--- src/hdl/rcl_pkg.sv ---
// Shared types and constants for the per-client rate and connection limiter.
// Used by rcl_table, rcl_update and the top level; depends on nothing else.
package rcl_pkg;

    localparam int CLIENT_SLOTS_DEF = 256;

    localparam int CFG_IDX_W  = 2;
    localparam int CFG_DATA_W = 16;

    localparam logic [CFG_IDX_W-1:0] REG_REQUEST_LIMIT  = 2'd0;
    localparam logic [CFG_IDX_W-1:0] REG_WINDOW_LENGTH  = 2'd1;
    localparam logic [CFG_IDX_W-1:0] REG_CONNECTION_CAP = 2'd2;

    localparam logic [7:0]  REQUEST_LIMIT_RST  = 8'd10;
    localparam logic [15:0] WINDOW_LENGTH_RST  = 16'd60;
    localparam logic [2:0]  CONNECTION_CAP_RST = 3'd5;

    localparam logic [7:0] COUNT_MAX = 8'hFF;

    localparam logic CMD_REQUEST = 1'b0;
    localparam logic CMD_RELEASE = 1'b1;

    typedef enum logic [1:0] {
        VERDICT_OK   = 2'd0,
        VERDICT_RATE = 2'd1,
        VERDICT_CONN = 2'd2
    } t_verdict;

    typedef enum logic {
        ST_CLEAR = 1'b0,
        ST_RUN   = 1'b1
    } t_state;

    typedef struct packed {
        logic        seen;
        logic [7:0]  count;
        logic [31:0] start;
        logic [2:0]  conn;
    } t_entry;

    typedef struct packed {
        logic [7:0]  request_limit;
        logic [15:0] window_length;
        logic [2:0]  connection_cap;
    } t_cfg;

endpackage

--- src/hdl/rcl_update.sv ---
// Entry update: window restart, request counting, verdict and connection bookkeeping.
// Depends on rcl_pkg for the entry, configuration and verdict types.
module rcl_update
    import rcl_pkg::*;
(
    input  t_cfg        i_cfg,
    input  logic        i_command,
    input  logic [31:0] i_now,
    input  t_entry      i_entry,
    output t_entry      o_entry,
    output t_verdict    o_verdict
);

    logic [31:0] age;
    logic        restart;
    logic [7:0]  count_base;
    logic [7:0]  count_next;

    always_comb begin
        // The age wraps modulo 2^32, as the time stamps do.
        age        = i_now - i_entry.start;
        restart    = i_entry.seen && (age > {16'b0, i_cfg.window_length});
        count_base = restart ? 8'd0 : i_entry.count;
        count_next = (count_base == COUNT_MAX) ? COUNT_MAX : count_base + 8'd1;

        o_entry   = i_entry;
        o_verdict = VERDICT_OK;
        if (i_command == CMD_REQUEST) begin
            o_entry.seen  = 1'b1;
            o_entry.count = count_next;
            o_entry.start = restart ? i_now : i_entry.start;
            if (count_next > i_cfg.request_limit) begin
                o_verdict = VERDICT_RATE;
            end else if (i_entry.conn >= i_cfg.connection_cap) begin
                o_verdict = VERDICT_CONN;
            end else begin
                o_entry.conn = i_entry.conn + 3'd1;
            end
        end else if (i_entry.conn != 3'd0) begin
            o_entry.conn = i_entry.conn - 3'd1;
        end
    end

endmodule

--- config.mk ---
export PLATFORM = sky130hd
export DESIGN_NAME = rcl_update
export DESIGN_NICKNAME = d
export VERILOG_FILES = /design/src/hdl/rcl_pkg.sv /design/src/hdl/rcl_update.sv
export SDC_FILE = /design/constraint.sdc
export NUM_CORES = 1
export LEC_CHECK = 0
export BUFFER_PORTS_ARGS = -buffer_cell sky130_fd_sc_hd__buf_2
export CAP_MARGIN = 20
export CELL_PAD_IN_SITES_DETAIL_PLACEMENT = 1
export CELL_PAD_IN_SITES_GLOBAL_PLACEMENT = 1
export CORE_UTILIZATION = 36
export DETAILED_ROUTE_END_ITERATION = 10
export PLACE_DENSITY_LB_ADDON = 0.1
export RECOVER_POWER = 25
export SYNTH_ARGS = -nofsm -noshare
export SYNTH_HDL_FRONTEND = slang
export SYNTH_SLANG_ARGS = --single-unit
--- constraint.sdc ---
create_clock -name vclk -period 10.19
set_input_delay 1.019 -clock vclk [all_inputs]
set_output_delay 1.019 -clock vclk [all_outputs]
set_load 0.03 [all_outputs]
==> summary.txt, run 1 <==
Setup path
  – CP max stage cell: or4_1
  – Crit. End Element: output port
  – Worst path required time: 9.17 ns
  – Critical path fanouts, max: 12
  – Worst path arrival time: around 8.4 ns
  – CP Launch Type: primary input
  – Worst path max stage delay: between 0.5 and 0.6 ns
  – WS Path Type: in -> out

Drt
  – Routed vias: ~4300
  – Vias per cell: approximately 5.5
  – DR pass1 iterations: 4
  – Residual DRC: 0
  – Wire length per cell: between 15 and 20 um
  – Final WL: 11950 um
  – DRT iter0 DRCs: 83
  – Routed Antenna Nets: 0

Final layout
  – Design Area, Final: 4514 sq um
  – Ant. Diodes: 0
  – Multi-input gate area: about 3300 sq um
  – Most frequent cells in the layout: buf_2 (142), inv_1 (69), ha_1 (63)
  – Fin cells: slightly below 800
  – Synthesis-to-layout area growth: 22.22%
  – # nets final: between 800 and 900
  – Fillers: ~1400
  – CLK BUF: 0
  – Share of cells above drive strength 1: 28.64%
  – Num sequential: 0
  – Commonest non-fill, non-tap cell in the layout: buf_2
  – Total area of sequential cells: 0 sq um

STA
  – Setup total negative slack: 0 ns
  – Relative slew margins: -72.49%
  – Hold Violations, Final: 0
  – Final worst-path cycle share: approximately 93%
  – Max-slew violation count: 16
  – Min Clock Period, post-route: 9.438 ns
  – RSZ-0062 raised after global routing: no
  – Setup violations, final: 0
  – Setup ws final: approximately 0.75 ns
  – Highest Clock Rate: 0.1060 GHz
  – Tightest Pin Transition: approximately 2.6 ns

Synthesis
  – Unique masters post-synth: 65
  – Share of the synthesized area in the top cell type: roughly a fifth
  – Mapped Area: roughly 3700 sq um
  – Top cell type by total area after synthesis: ha_1
  – Syn Nets: between 600 and 700
  – Main area contributors after synthesis: ha_1 (21%), mux2_4 (10%), inv_1 (7.0%)
  – Post-synthesis sequential area ratio: 0%
  – Syn Inst Count: slightly above 500
  – Ys Warns: 0
  – Average cell area after synthesis: slightly above 7 sq um

Floorplanning
  – Num rows: 36
  – Die span in y: roughly 100 um
  – I/O pin total: 150
  – Chip width: about 100 um
  – Initial Util: a little under two fifths
  – Core area: around 9900 sq um
  – Die ar.: 10670 sq um

Power and ir drop
  – P per Cell Area: 63.72 nW/um^2
  – Comb power frac: 100.0%
  – Final Power: between 200 and 300 uW
  – Cell internal pwr: approximately 120 uW
  – Leakage: 2.369 nW
  – Sequential share of power: 0%
  – Worst VDD drop: 23.53 uV
  – Net Sw Frac: 59.08%
  – NetSw: ~170 uW
  – Clock share of power: 0%

Place
  – GP Congestion: slightly below 0.9
  – Placed Area: 4531 sq um
  – Port Buffers: 150
  – Hpwl dp: ~11000 um
  – # placed instances: just under 800
  – Setup WS pre-CTS: 0.4228 ns

GRT
  – Initial antenna violation count: 0
  – First-pass GRT wire length: approximately 19000 um
  – Overflow after GRT: 0
  – Vias in the first global route: between 4000 and 5000
  – GRT Util Overall: 21.89%
  – Largest net degree at the start of global routing: 23

Hold path
  – Min-Delay Endpoint: o_entry[24]
  – Hold Path Origin: i_entry[24]
  – Hold Path Class: in -> out
  – Hold Crit Depth: 3

Clocking
  – Hold Buf Count CTS: 0
  – Post-CTS setup repair buffer count: 0
  – Post-CTS resize count: 0

Run
  – Max_cap viols: 1

Run status
  – Outcome: finished, violations left
  – Violated checks: capacitance limit, slew limit
## cells by family after synthesis
kind of cell    synth area share, %
fa+ha+maj                     21.88
buf+inv                       9.485
mux                           13.92
xor+xnor                      5.691
compound gates                27.88
simple gates                  21.14
## worst max path at each step
stage / slack [ns] / to / depth (start not counted) / start
2_1_floorplan: 1.21 / o_entry[2] / 37 / i_now[0]
3_3_place_gp: 0.83 / o_entry[1] / 36 / i_now[0]
3_5_place_dp: 0.42 / o_entry[1] / 36 / i_now[0]
4_1_cts: 0.40 / o_entry[1] / 36 / i_now[0]
5_1_grt: 0.12 / o_entry[1] / 38 / i_now[0]
6_report: 0.75 / o_entry[1] / 36 / i_now[0]
## power groups by stage
stage	Clock, mW	Sequential [mW]	Combinational (mW)
after floorplan	0	0	0.204
after global placement	0	0	0.279
after detailed placement	0	0	0.287
after CTS	0	0	0.289
after global routing	0	0	0.318
final	0	0	0.288
## cell usage after synthesis, drive strengths merged, types with 7 or more instances
library cell	n
a2111oi	9
a21oi	50
a21o	14
a211oi	10
buf	7
inv	69
o21a	8
nor3	10
nand2	37
o21ai	28
mux2	32
xnor2	16
and3	10
nand4	14
xor2	8
clkbuf	8
nand3	13
ha	63
nor2	34
nand2b	7
## metal layers
layer / up-vias / global-route usage (%) / share of wire (%)
met1: 2019 / 29.46 / 49
met2: 111 / 40.56 / 47
li1: 2160 / - / -
met3: 4 / 0.7392 / 4.2
met5: - / 0 / 0
met4: 0 / 1.083 / 0.28
## worst max-delay path: cells and delay by family
kind	cells	cell delay, ns
multiplexers	1	0.28
adder cells (fa/ha/maj)	5	1.46
AND/OR/NAND/NOR	13	2.92
AO/OA/AOI/OAI	13	2.29
XOR/XNOR	1	0.15
buffers and inverters	3	0.32
## layout make-up
class	count	share of cell area (%)
timing repair buffer	151	16.57
inverter	70	5.820
multi-input combinational	432	73.92
tap	133	3.686
## through the flow
stage / hold WS, ns / utilization, %
2_1_floorplan: 2.218 / -
3_3_place_gp: 2.429 / 45.93
3_5_place_dp: 2.432 / 45.93
4_1_cts: 2.436 / 45.93
5_1_grt: 2.446 / 45.76
6_report: 2.432 / 45.76
(Power assumes the default switching activity.)
==> run 2: changes to the inputs <==
==> constraint.sdc (replaced) <==
create_clock -name vclk -period 10.19
set_input_delay 0 -clock vclk [all_inputs]
set_output_delay 0 -clock vclk [all_outputs]
set_load 0.03 [all_outputs]
==> run 2 against run 1 <==
The run still ends with capacitance limit, slew limit left. Routed wire length is 1.1% lower. Sequential share of layout area stayed put. Non-clock buffer count stayed put. Combinational power hardly changed. Largest cell class unchanged. Maximum frequency is 23% higher. Setup slack better by 1.8 ns. First-iteration DRC count is 17% lower.
==> summary.txt, run 2 (synthesis results as in run 1) <==
Setup path
  – CP Launch Type: primary input
  – Crit. End Element: output port
  – Critical Path End: o_entry[1]
  – WS Path Type: in -> out
  – Critical path fanouts, max: 12 (unchanged)
  – Worst path required time: 10.19 ns (+1.02 ns)
  – CP startpoint: i_now[0]
  – CP max stage cell: or4_1
  – Worst path max stage delay: 0.55 ns (about the same)
  – Worst path arrival time: 7.68 ns (-0.74 ns)

STA
  – Min Clock Period, post-route: 7.679 ns (-1.759 ns)
  – Setup ws final: 2.511 ns (+1.759 ns)
  – Final worst-path cycle share: 75.36% (-17 points)
  – Tightest Pin Transition: 2.493 ns (-0.07497 ns)
  – Setup total negative slack: 0 ns (unchanged)
  – Setup violations, final: 0 (unchanged)
  – Hold Violations, Final: 0 (unchanged)
  – RSZ-0062 raised after global routing: no
  – Max-slew violation count: 16 (unchanged)
  – Relative slew margins: -67.45% (+5.0 points)
  – Highest Clock Rate: 0.1302 GHz (+23%)

Hold path
  – Hold Path Class: in -> out
  – Hold Path Origin: i_entry[24]

Place
  – GP Congestion: 0.8784 (about the same)
  – Setup WS pre-CTS: 2.434 ns (+2.011 ns)
  – Hpwl dp: 10490 um (-0.42%)
  – Port Buffers: 150 (unchanged)

Power and ir drop
  – Sequential share of power: 0% (unchanged)
  – Net Sw Frac: 58.97% (-0.11 points)
  – P per Cell Area: 63.41 nW/um^2 (-0.48%)
  – NetSw: 168.6 uW (-0.77%)
  – Clock share of power: 0% (unchanged)
  – Cell internal pwr: 117.3 uW (-0.33%)
  – Leakage: 2.364 nW (-0.23%)
  – Comb power frac: 100.0% (about the same)
  – Worst VDD drop: 22.54 uV (-4.2%)

Drt
  – Final WL: 11820 um (-1.1%)
  – DRT iter0 DRCs: 69 (-17%)
  – Routed Antenna Nets: 0 (unchanged)
  – DR pass1 iterations: 4 (unchanged)
  – Wire length per cell: 15.02 um (-1.2%)
  – Residual DRC: 0 (unchanged)
  – Vias per cell: 5.451 (-0.22%)
  – Routed vias: 4290 (-0.093%)

Final layout
  – Commonest non-fill, non-tap cell in the layout: buf_2
  – Share of cells above drive strength 1: 28.18% (-0.46 points)
  – Num sequential: 0 (unchanged)
  – Most frequent cells in the layout: buf_2 (140), inv_1 (69), ha_1 (63)
  – Synthesis-to-layout area growth: 22.09%
  – # nets final: 823 (unchanged)
  – Fillers: 1374 (+0.81%)
  – Total area of sequential cells: 0 sq um (unchanged)
  – CLK BUF: 0 (unchanged)

Floorplanning
  – Initial Util: 37.44% (unchanged)
  – Core area: 9864 sq um (unchanged)
  – Die span in y: 103.3 um (unchanged)
  – Die ar.: 10670 sq um (unchanged)
  – Chip width: 103.3 um (unchanged)
  – I/O pin total: 150 (unchanged)
  – Num rows: 36 (unchanged)

Clocking
  – Post-CTS resize count: 0 (unchanged)
  – Hold Buf Count CTS: 0 (unchanged)
  – Post-CTS setup repair buffer count: 0 (unchanged)

Run status
  – Outcome: finished, violations left
  – Violated checks: capacitance limit, slew limit

GRT
  – First-pass GRT wire length: 18850 um (-1.3%)
  – Vias in the first global route: 4186 (-0.88%)
  – Largest net degree at the start of global routing: 23 (unchanged)
  – Overflow after GRT: 0 (unchanged)
  – Initial antenna violation count: 1 (+1)
  – GRT Util Overall: 21.66% (-0.23 points)

Run
  – Max_cap viols: 1 (unchanged)
==> run 2: through the flow <==
| step | hold slack, ns | cell area, sq um | util (%) | total power, mW | cells |
|---|---|---|---|---|---|
| final | 0.3941 | 4509 | 45.71 | 0.2859 | 787 |
| after global routing | 0.4122 | 4509 | 45.71 | 0.3175 | 787 |
| after CTS | 0.3959 | 4531 | 45.93 | 0.2884 | 786 |
| after detailed placement | 0.3946 | 4531 | 45.93 | 0.2870 | 786 |
| after global placement | 0.3908 | 4531 | 45.93 | 0.2792 | 786 |
| after floorplan | 0.1804 | 3694 | - | 0.2038 | 517 |
==> run 2: power by group through the flow <==
stage / combinational [mW] / clock (mW) / sequential, mW
after floorplan: 0.204 / 0 / 0
after global placement: 0.279 / 0 / 0
after detailed placement: 0.287 / 0 / 0
after CTS: 0.288 / 0 / 0
after global routing: 0.318 / 0.0000000131 / 0
final: 0.286 / 0.0000000131 / 0
==> run 2: layer usage <==
metal  global-route usage, %  up-vias  part of all wire (%)
li1                        -     2160                     -
met1                   28.94     2026                    48
met2                   40.82      100                    48
met3                  0.4704        4                   3.6
met4                  0.6501        0                  0.30
met5                       0        -                     0
==> run 2: worst min path at each step <==
stage,end,slack (ns),depth (start not counted)
after global routing,o_entry[24],0.41,3
after floorplan,o_entry[10],0.18,1
after CTS,o_entry[11],0.40,3
final,o_entry[24],0.39,3
after global placement,o_entry[22],0.39,3
after detailed placement,o_entry[19],0.39,3
==> run 2: final cells by class <==
type               count  area, sq um  area share, %
diodes                 1        2.502        0.05549
inverters             70        262.8          5.827
multi-input cells    432         3332          73.89
well taps            133        166.4          3.690
repair buffers       151        745.7          16.54
==> run 2: critical path, delay by kind of cell <==
family / cells / cell delay (ns)
adder cells (fa/ha/maj): 5 / 1.46
XOR/XNOR: 1 / 0.16
AND/OR/NAND/NOR: 13 / 3.01
multiplexers: 1 / 0.28
buffers and inverters: 3 / 0.33
AO/OA/AOI/OAI: 13 / 2.43
